File: config.mk
export PLATFORM = sky130hd
export DESIGN_NAME = postfix_expression_evaluator_core
export DESIGN_NICKNAME = d
export VERILOG_FILES = /design/src/rtl/pee_pkg.sv /design/src/rtl/postfix_expression_evaluator_core.sv /design/src/rtl/pee_stack_ram.sv /design/src/rtl/pee_divider.sv
export SDC_FILE = /design/constraint.sdc
export NUM_CORES = 2
export LEC_CHECK = 0
export ABC_AREA = 0
export BUFFER_PORTS_ARGS = -buffer_cell sky130_fd_sc_hd__buf_2
export CAP_MARGIN = 20
export CORE_UTILIZATION = 40
export CTS_BUF_LIST = sky130_fd_sc_hd__clkbuf_4
export CTS_CLUSTER_DIAMETER = 150
export DETAILED_ROUTE_END_ITERATION = 8
export GPL_TIMING_DRIVEN = 0
export PLACE_DENSITY = 0.65
export SKIP_CTS_REPAIR_TIMING = 1
export SLEW_MARGIN = 0
export SYNTH_ARGS = -nofsm -noshare
export SYNTH_HDL_FRONTEND = slang
export SYNTH_SLANG_ARGS = --single-unit
File: constraint.sdc
create_clock -name clk -period 11.64 [get_ports clk]
set_input_delay 2.328 -clock clk [delete_from_list [all_inputs] [get_ports clk]]
set_output_delay 2.328 -clock clk [all_outputs]
set_load 0.05 [all_outputs]
File: src/rtl/pee_pkg.sv
`timescale 1ns / 1ps
// ----------------------------------------------------------------------------
// pee_pkg
// Shared constants and types for the postfix expression evaluator.
// ----------------------------------------------------------------------------
package pee_pkg;

    // Operand width and stack geometry
    localparam int DATA_W      = 32;
    localparam int STACK_DEPTH = 64;
    localparam int ADDR_W      = $clog2(STACK_DEPTH);
    localparam int CNT_W       = $clog2(STACK_DEPTH + 1);

    // Character codes
    localparam logic [7:0] CH_0     = 8'h30;
    localparam logic [7:0] CH_9     = 8'h39;
    localparam logic [7:0] CH_PLUS  = 8'h2B;
    localparam logic [7:0] CH_MINUS = 8'h2D;
    localparam logic [7:0] CH_STAR  = 8'h2A;
    localparam logic [7:0] CH_SLASH = 8'h2F;
    localparam logic [7:0] CH_CARET = 8'h5E;
    localparam logic [7:0] CH_SPACE = 8'h20;

    // Parser mode
    typedef enum logic [1:0] {
        MODE_START  = 2'd0,
        MODE_NUMBER = 2'd1,
        MODE_SKIP   = 2'd2
    } parse_mode_t;

    // Sequencer states
    typedef enum logic [4:0] {
        ST_IDLE = 5'b00001,
        ST_READ = 5'b00010,
        ST_DIV  = 5'b00100,
        ST_PUSH = 5'b01000,
        ST_EMIT = 5'b10000
    } state_t;

    // Divider handshake
    typedef struct packed {
        logic              start;
        logic [DATA_W-1:0] dividend;
        logic [DATA_W-1:0] divisor;
    } div_req_t;

    typedef struct packed {
        logic              done;
        logic [DATA_W-1:0] quotient;
    } div_rsp_t;

endpackage

File: src/rtl/postfix_expression_evaluator_core.sv
`timescale 1ns / 1ps
// ----------------------------------------------------------------------------
// postfix_expression_evaluator_core
// Character-serial postfix evaluator with a RAM-backed operand stack.
// ----------------------------------------------------------------------------
// One character is taken per input beat. An operator stalls the input while
// the second operand is read from the registered-read stack RAM, the result
// is formed, then written back; '/' also waits in ST_DIV for the bit-serial
// divider. The top of stack is held in a register so only the entry below it
// needs a RAM read. A character marked final leads to ST_EMIT, which loads the
// result beat; the beat then waits in an output register until taken, and the
// next expression may start meanwhile.
// ----------------------------------------------------------------------------
module postfix_expression_evaluator_core import pee_pkg::*; (
    input  logic               clk,
    input  logic               rst_n,
    input  logic               in_valid,
    output logic               in_stall,
    input  logic [7:0]         char_code,
    input  logic               final_char,
    output logic               out_valid,
    input  logic               out_stall,
    output logic signed [31:0] value,
    output logic               div_by_zero,
    output logic               stack_overflow
);

    localparam logic [CNT_W-1:0] FULL_CNT = CNT_W'(STACK_DEPTH);

    state_t            state_reg, state_next;
    parse_mode_t       mode_reg, mode_next;
    logic [CNT_W-1:0]  count_reg, count_next;
    logic [DATA_W-1:0] accum_reg, accum_next;
    logic [DATA_W-1:0] top_reg, top_next;
    logic              div_err_reg, div_err_next;
    logic              ovf_reg, ovf_next;
    logic [7:0]        op_reg, op_next;
    logic              last_reg, last_next;
    logic [DATA_W-1:0] a_reg, a_next;
    logic              b_zero_reg, b_zero_next;
    logic [DATA_W-1:0] res_reg, res_next;
    logic              out_valid_reg, out_valid_next;
    logic [DATA_W-1:0] value_reg, value_next;
    logic              div_flag_reg, div_flag_next;
    logic              ovf_flag_reg, ovf_flag_next;

    logic              accept;
    logic              is_digit;
    logic              is_space;
    logic [DATA_W-1:0] digit_val;
    logic [DATA_W-1:0] accum_step;
    logic [DATA_W-1:0] b_val;
    logic              push_en;
    logic [DATA_W-1:0] push_data;
    logic              full;
    logic              ram_wr_en;
    logic              ram_rd_en;
    logic [ADDR_W-1:0] ram_rd_addr;
    logic [DATA_W-1:0] ram_rd_data;
    logic [CNT_W-1:0]  below_top;
    div_req_t          div_req;
    div_rsp_t          div_rsp;

    // Input decode
    assign accept     = in_valid & ~in_stall;
    assign in_stall   = (state_reg != ST_IDLE);
    assign is_digit   = (char_code >= CH_0) && (char_code <= CH_9);
    assign is_space   = (char_code == CH_SPACE);
    assign digit_val  = {{(DATA_W-8){1'b0}}, char_code} - DATA_W'(CH_0);
    assign accum_step = (accum_reg << 3) + (accum_reg << 1) + digit_val;
    assign full       = (count_reg == FULL_CNT);
    assign below_top  = count_reg - CNT_W'(2);
    assign b_val      = b_zero_reg ? '0 : ram_rd_data;

    // Stack storage
    pee_stack_ram #(
        .DEPTH (STACK_DEPTH),
        .WIDTH (DATA_W)
    ) u_stack_ram (
        .clk     (clk),
        .wr_en   (ram_wr_en),
        .wr_addr (count_reg[ADDR_W-1:0]),
        .wr_data (push_data),
        .rd_en   (ram_rd_en),
        .rd_addr (ram_rd_addr),
        .rd_data (ram_rd_data)
    );

    // Divider
    pee_divider u_divider (
        .clk   (clk),
        .rst_n (rst_n),
        .req   (div_req),
        .rsp   (div_rsp)
    );

    assign ram_wr_en = push_en & ~full;

    // Sequencer and next-state logic
    always_comb
    begin
        state_next     = state_reg;
        mode_next      = mode_reg;
        count_next     = count_reg;
        accum_next     = accum_reg;
        top_next       = top_reg;
        div_err_next   = div_err_reg;
        ovf_next       = ovf_reg;
        op_next        = op_reg;
        last_next      = last_reg;
        a_next         = a_reg;
        b_zero_next    = b_zero_reg;
        res_next       = res_reg;
        out_valid_next = out_valid_reg & out_stall;
        value_next     = value_reg;
        div_flag_next  = div_flag_reg;
        ovf_flag_next  = ovf_flag_reg;
        push_en        = 1'b0;
        push_data      = accum_reg;
        ram_rd_en      = 1'b0;
        ram_rd_addr    = below_top[ADDR_W-1:0];
        div_req.start    = 1'b0;
        div_req.dividend = b_val;
        div_req.divisor  = a_reg;

        unique case (state_reg)
            ST_IDLE:
            begin
                if (accept)
                begin
                    last_next = final_char;
                    if (final_char)
                    begin
                        state_next = ST_EMIT;
                    end
                    case (mode_reg)
                        MODE_NUMBER:
                        begin
                            if (is_space)
                            begin
                                push_en    = 1'b1;
                                push_data  = accum_reg;
                                accum_next = '0;
                                mode_next  = MODE_START;
                            end
                            else
                            begin
                                accum_next = accum_step;
                                // number still open at the end is pushed
                                if (final_char)
                                begin
                                    push_en   = 1'b1;
                                    push_data = accum_step;
                                end
                            end
                        end
                        MODE_SKIP:
                        begin
                            mode_next = MODE_START;
                        end
                        default:
                        begin
                            if (is_digit)
                            begin
                                accum_next = digit_val;
                                mode_next  = MODE_NUMBER;
                                if (final_char)
                                begin
                                    push_en   = 1'b1;
                                    push_data = digit_val;
                                end
                            end
                            else
                            begin
                                // operator: pop a from top register, fetch b
                                op_next     = char_code;
                                a_next      = (count_reg != '0) ? top_reg : '0;
                                b_zero_next = (count_reg < CNT_W'(2));
                                count_next  = (count_reg < CNT_W'(2)) ? '0 : below_top;
                                ram_rd_en   = 1'b1;
                                state_next  = ST_READ;
                            end
                        end
                    endcase
                end
            end

            ST_READ:
            begin
                state_next = ST_PUSH;
                case (op_reg)
                    CH_PLUS:  res_next = b_val + a_reg;
                    CH_MINUS: res_next = b_val - a_reg;
                    CH_STAR:  res_next = b_val * a_reg;
                    CH_CARET: res_next = b_val ^ a_reg;
                    CH_SLASH:
                    begin
                        if (a_reg == '0)
                        begin
                            res_next     = '0;
                            div_err_next = 1'b1;
                        end
                        else
                        begin
                            div_req.start = 1'b1;
                            state_next    = ST_DIV;
                        end
                    end
                    default:  res_next = '0;
                endcase
            end

            ST_DIV:
            begin
                if (div_rsp.done)
                begin
                    res_next   = div_rsp.quotient;
                    state_next = ST_PUSH;
                end
            end

            ST_PUSH:
            begin
                push_en    = 1'b1;
                push_data  = res_reg;
                mode_next  = MODE_SKIP;
                state_next = last_reg ? ST_EMIT : ST_IDLE;
            end

            ST_EMIT:
            begin
                if (!out_valid_reg || !out_stall)
                begin
                    out_valid_next = 1'b1;
                    value_next     = (count_reg != '0) ? top_reg : '0;
                    div_flag_next  = div_err_reg;
                    ovf_flag_next  = ovf_reg;
                    count_next     = '0;
                    accum_next     = '0;
                    mode_next      = MODE_START;
                    div_err_next   = 1'b0;
                    ovf_next       = 1'b0;
                    state_next     = ST_IDLE;
                end
            end

            default:
            begin
                state_next = ST_IDLE;
            end
        endcase

        // Common push: top register and RAM follow each accepted push
        if (push_en)
        begin
            if (full)
            begin
                ovf_next = 1'b1;
            end
            else
            begin
                top_next   = push_data;
                count_next = count_reg + 1'b1;
            end
        end
    end

    // Control registers
    always_ff @(posedge clk or negedge rst_n)
    begin
        if (!rst_n)
        begin
            state_reg     <= ST_IDLE;
            mode_reg      <= MODE_START;
            count_reg     <= '0;
            accum_reg     <= '0;
            div_err_reg   <= 1'b0;
            ovf_reg       <= 1'b0;
            out_valid_reg <= 1'b0;
        end
        else
        begin
            state_reg     <= state_next;
            mode_reg      <= mode_next;
            count_reg     <= count_next;
            accum_reg     <= accum_next;
            div_err_reg   <= div_err_next;
            ovf_reg       <= ovf_next;
            out_valid_reg <= out_valid_next;
        end
    end

    // Payload registers
    always_ff @(posedge clk)
    begin
        top_reg      <= top_next;
        op_reg       <= op_next;
        last_reg     <= last_next;
        a_reg        <= a_next;
        b_zero_reg   <= b_zero_next;
        res_reg      <= res_next;
        value_reg    <= value_next;
        div_flag_reg <= div_flag_next;
        ovf_flag_reg <= ovf_flag_next;
    end

    assign out_valid      = out_valid_reg;
    assign value          = $signed(value_reg);
    assign div_by_zero    = div_flag_reg;
    assign stack_overflow = ovf_flag_reg;

endmodule

File: src/rtl/pee_stack_ram.sv
`timescale 1ns / 1ps
// ----------------------------------------------------------------------------
// pee_stack_ram
// Simple dual-port synchronous RAM, one write and one registered read port.
// ----------------------------------------------------------------------------
module pee_stack_ram #(
    parameter int DEPTH = 64,
    parameter int WIDTH = 32,
    localparam int ADDR_W = $clog2(DEPTH)
) (
    input  logic              clk,
    input  logic              wr_en,
    input  logic [ADDR_W-1:0] wr_addr,
    input  logic [WIDTH-1:0]  wr_data,
    input  logic              rd_en,
    input  logic [ADDR_W-1:0] rd_addr,
    output logic [WIDTH-1:0]  rd_data
);

    logic [WIDTH-1:0] mem [DEPTH];
    logic [WIDTH-1:0] rd_data_reg;

    // Write port
    always_ff @(posedge clk)
    begin
        if (wr_en)
        begin
            mem[wr_addr] <= wr_data;
        end
    end

    // Read port, registered
    always_ff @(posedge clk)
    begin
        if (rd_en)
        begin
            rd_data_reg <= mem[rd_addr];
        end
    end

    assign rd_data = rd_data_reg;

endmodule

File: src/rtl/pee_divider.sv
`timescale 1ns / 1ps
// ----------------------------------------------------------------------------
// pee_divider
// Signed restoring divider, one quotient bit per cycle, truncates to zero.
// ----------------------------------------------------------------------------
module pee_divider import pee_pkg::*; (
    input  logic     clk,
    input  logic     rst_n,
    input  div_req_t req,
    output div_rsp_t rsp
);

    localparam int ITER_W = $clog2(DATA_W);
    localparam logic [ITER_W-1:0] LAST_ITER = ITER_W'(DATA_W - 1);

    logic              busy_reg;
    logic              done_reg;
    logic [ITER_W-1:0] iter_reg;
    logic [DATA_W-1:0] quo_reg;
    logic [DATA_W-1:0] rem_reg;
    logic [DATA_W-1:0] dvs_reg;
    logic              neg_reg;

    logic [DATA_W:0]   rem_shift;
    logic [DATA_W:0]   diff;
    logic              fits;
    logic [DATA_W-1:0] dvd_mag;
    logic [DATA_W-1:0] dvs_mag;

    // Magnitudes of the operands; the most negative value maps to 2^(W-1)
    assign dvd_mag = req.dividend[DATA_W-1] ? (~req.dividend + 1'b1) : req.dividend;
    assign dvs_mag = req.divisor[DATA_W-1]  ? (~req.divisor + 1'b1)  : req.divisor;

    // One restoring step
    assign rem_shift = {rem_reg, quo_reg[DATA_W-1]};
    assign diff      = rem_shift - {1'b0, dvs_reg};
    assign fits      = ~diff[DATA_W];

    // Control
    always_ff @(posedge clk or negedge rst_n)
    begin
        if (!rst_n)
        begin
            busy_reg <= 1'b0;
            done_reg <= 1'b0;
            iter_reg <= '0;
        end
        else
        begin
            done_reg <= 1'b0;
            if (req.start)
            begin
                busy_reg <= 1'b1;
                iter_reg <= '0;
            end
            else if (busy_reg)
            begin
                iter_reg <= iter_reg + 1'b1;
                if (iter_reg == LAST_ITER)
                begin
                    busy_reg <= 1'b0;
                    done_reg <= 1'b1;
                end
            end
        end
    end

    // Datapath; the dividend shifts out as the quotient shifts in
    always_ff @(posedge clk)
    begin
        if (req.start)
        begin
            quo_reg <= dvd_mag;
            rem_reg <= '0;
            dvs_reg <= dvs_mag;
            neg_reg <= req.dividend[DATA_W-1] ^ req.divisor[DATA_W-1];
        end
        else if (busy_reg)
        begin
            rem_reg <= fits ? diff[DATA_W-1:0] : rem_shift[DATA_W-1:0];
            quo_reg <= {quo_reg[DATA_W-2:0], fits};
        end
    end

    assign rsp.done     = done_reg;
    assign rsp.quotient = neg_reg ? (~quo_reg + 1'b1) : quo_reg;

endmodule

==> impl_results.md <==
* Synth cell types at 83
* Critical Path Max Stage Delay at 0.63 ns
* Seq/Total Area, Yosys at 61.3%
* Min-Delay Path Class: flip-flop to flip-flop
* DRC errors left at 0
* Slew margin rel. at 16.2%
* Max-Cap Viols at 0
* Largest net degree at the start of global routing at 66
* Die ar. at 290000 um2
* Synth-to-Final Area Change at 14.1%
* CP arrival at 12.46 ns
* GR Overflow Total at 0
* Starting Density at 40.3%
* Htree depth at 6
* FP Rows at 196
* Worst path depth at 29
* First-pass GRT wire length at 509 mm
* Slowest cell on the critical path: clkbuf_1
* Warnings, synthesis at 0
* Crit path kind: flip-flop to flip-flop
* Status: complete, no violations
* Top-Level Pins at 49
* Top_reg_cell synth: edfxtp_1
* CP Buf/Inv Count at 9
* Core ar. at 286000 um2
* Port bufs at 48
* DP HPWL at 254 mm
* Critical-path maximum fanout at 11
* Hold Path Stages at 0
* Number of synthesized flops with an enable pin at 2285
* Worst Max-Slew Pin Slew at 1.26 ns
* DRT iter0 DRCs at 8366
* Asr flop ratio synth at 2.36%
* Root Driver: clkbuf_4
* TritonCTS clock tree: done
* Initial antenna violation count at 31
* Final Core Density at 46.0%
* Clock buffer depth at 4
* Worst skew pair latency at 1.38 ns
* Antenna-violating nets left at 0
* Via-per-instance ratio at 5.81
* Drt wl/cell at 30.0 um
* CP Data Required Time at 12.58 ns
* Synth Instances at 6979
* Cell Area, Synth at 115000 um2
* Gpl congestion at 0.963
* Die W at 539 um
* TritonCTS Sinks at 2373
* Syn nets at 7680
* # setup viols final at 0
* Die Y at 539 um
* Final Critical Period at 11.51 ns
* Fmax at 86.9 MHz
* Max-slew violation count at 0
* CTS buffer count at 604
* Nets at 8510
* Critical path endpoint category: flip-flop
* Yosys reg bits at 2373
* CP top delay family: adder cells
* Largest area contributor in the netlist: edfxtp_1
* Clk_skew at 0.160 ns
* Fin crit share at 98.9%
* CP Launch Type: flip-flop
* CTS clk-pin slew, worst paths at 0.07 ns
* Hold violation count in the final report at 0
* Final WL at 359 mm
* Reg2Reg Depth at 29
* RSZ-0062 raised after global routing: no
* Via count at 69600
* TritonRoute pass-1 iters at 7
* Max reg flops at 2048
* Top cells by area, synth: edfxtp_1 (60%), mux4_2 (13%), fa_1 (7.6%)
* Vias in the first global route at 70600
* Most flop-heavy register: u_stack_ram.mem
* Mapped Avg Cell Area at 16.5 um2
* Layout cells sized above 1 at 23.9%
* Total track usage at 24.6%
* Most used cell, CP: fa_1
* Post-synth top area share at 59.5%
==> worst register-to-register path: cells and delay by family, from the launching register on <==
kind | cells | cell delay, ns
AOI/OAI and AO/OA | 7 | 1.73
xor gates and xnor gates | 1 | 0.45
adders and majority gates | 10 | 4.91
buffers and inverters | 9 | 3.43
DFF | 1 | 0.44
and+or+nand+nor | 2 | 0.28
==> through the flow <==
step / setup WS [ns] / hold slack, ns / TNS, ns / std cells / cell area (um2)
final: 0.128 / 0.490 / 0 / 12000 / 132000
after global routing: 0.0330 / 0.474 / 0 / 12000 / 132000
after CTS: 0.0976 / 0.513 / 0 / 11900 / 131000
after detailed placement: 0.0884 / 0.443 / 0 / 10900 / 124000
after global placement: -5.12 / 0.434 / -2692.57 / 10800 / 120000
after floorplan: 0.558 / 0.425 / 0 / 6979 / 115000
==> kinds of logic (layout without fill, tap and decap cells) <==
| kind of cell | count (synthesis) | in the layout | share of synthesized area (%) |
|---|---|---|---|
| simple gates | 1293 | 1293 | 5.58 |
| compound gates | 753 | 753 | 4.29 |
| mux | 709 | 709 | 13.4 |
| other cells | 0 | 15 | 0 |
| fa+ha+maj | 688 | 688 | 10.3 |
| xor+xnor | 296 | 296 | 2.30 |
| flops | 2373 | 2373 | 61.3 |
| buf+inv | 867 | 2088 | 2.84 |
==> synthesized netlist by cell type, types with 55 or more instances <==
master	n
edfxtp_1	2285
mux4_2	663
inv_1	492
nand2_1	446
fa_1	439
and2_1	337
clkbuf_1	280
ha_1	249
nor2_1	195
a21oi_1	181
o21ai_0	168
xnor2_1	165
xor2_1	127
buf_1	81
o31ai_1	65
nor3_1	62
dfrtp_1	55
==> final timing paths <==
kind / endpoint / slack, ns / from
worst max-delay path: res_reg[28] / 0.13 / b_zero_reg
worst min-delay path: stack_overflow / 0.49 / ovf_reg
worst max register to register: res_reg[28] / 0.13 / b_zero_reg
worst min register to register: stack_overflow / 0.49 / ovf_reg
max in group asynchronous: accum_reg[4] / 9.85 / rst_n
min in group asynchronous: count_reg[4] / 1.10 / rst_n
==> layout make-up <==
type	instances	area, um2
Timing Repair Buffer	224	3490
Clock buffer	854	6410
Buffer	372	1430
Inverter	495	1860
Fill cell	24800	154000
Sequential cell	2373	70700
Antenna cell	15	37.5
Multi-Input combinational cell	3739	42100
Tap cell	3762	4710
Clock inverter	143	893
==> cells in the final DEF (no fill, tap or decap), drive strengths merged, types with 37 or more instances in the layout <==
master / Yosys / routed
fa: 439 / 439
nor2b: 53 / 53
or3: 37 / 37
clkinv: 1 / 107
a21o: 42 / 42
o22ai: 42 / 42
clkbuf: 280 / 1136
nand2: 446 / 446
a21oi: 181 / 181
xor2: 127 / 127
ha: 249 / 249
buf: 92 / 314
and2: 337 / 337
mux4: 663 / 663
o31ai: 65 / 65
dfrtp: 55 / 55
nand3: 39 / 39
edfxtp: 2285 / 2285
o21ai: 172 / 172
nor3: 62 / 62
nor2: 196 / 196
xnor2: 165 / 165
inv: 494 / 512
mux2i: 39 / 39
==> routing by layer <==
metal,track usage (%),wire length [um]
met3,5.95,36400
met2,38.7,167000
met4,11.7,18800
met1,32.0,136000
met5,0,136
Power is not shown: default switching activity piles up to over one toggle a cycle in this logic, so the estimate is an artifact.
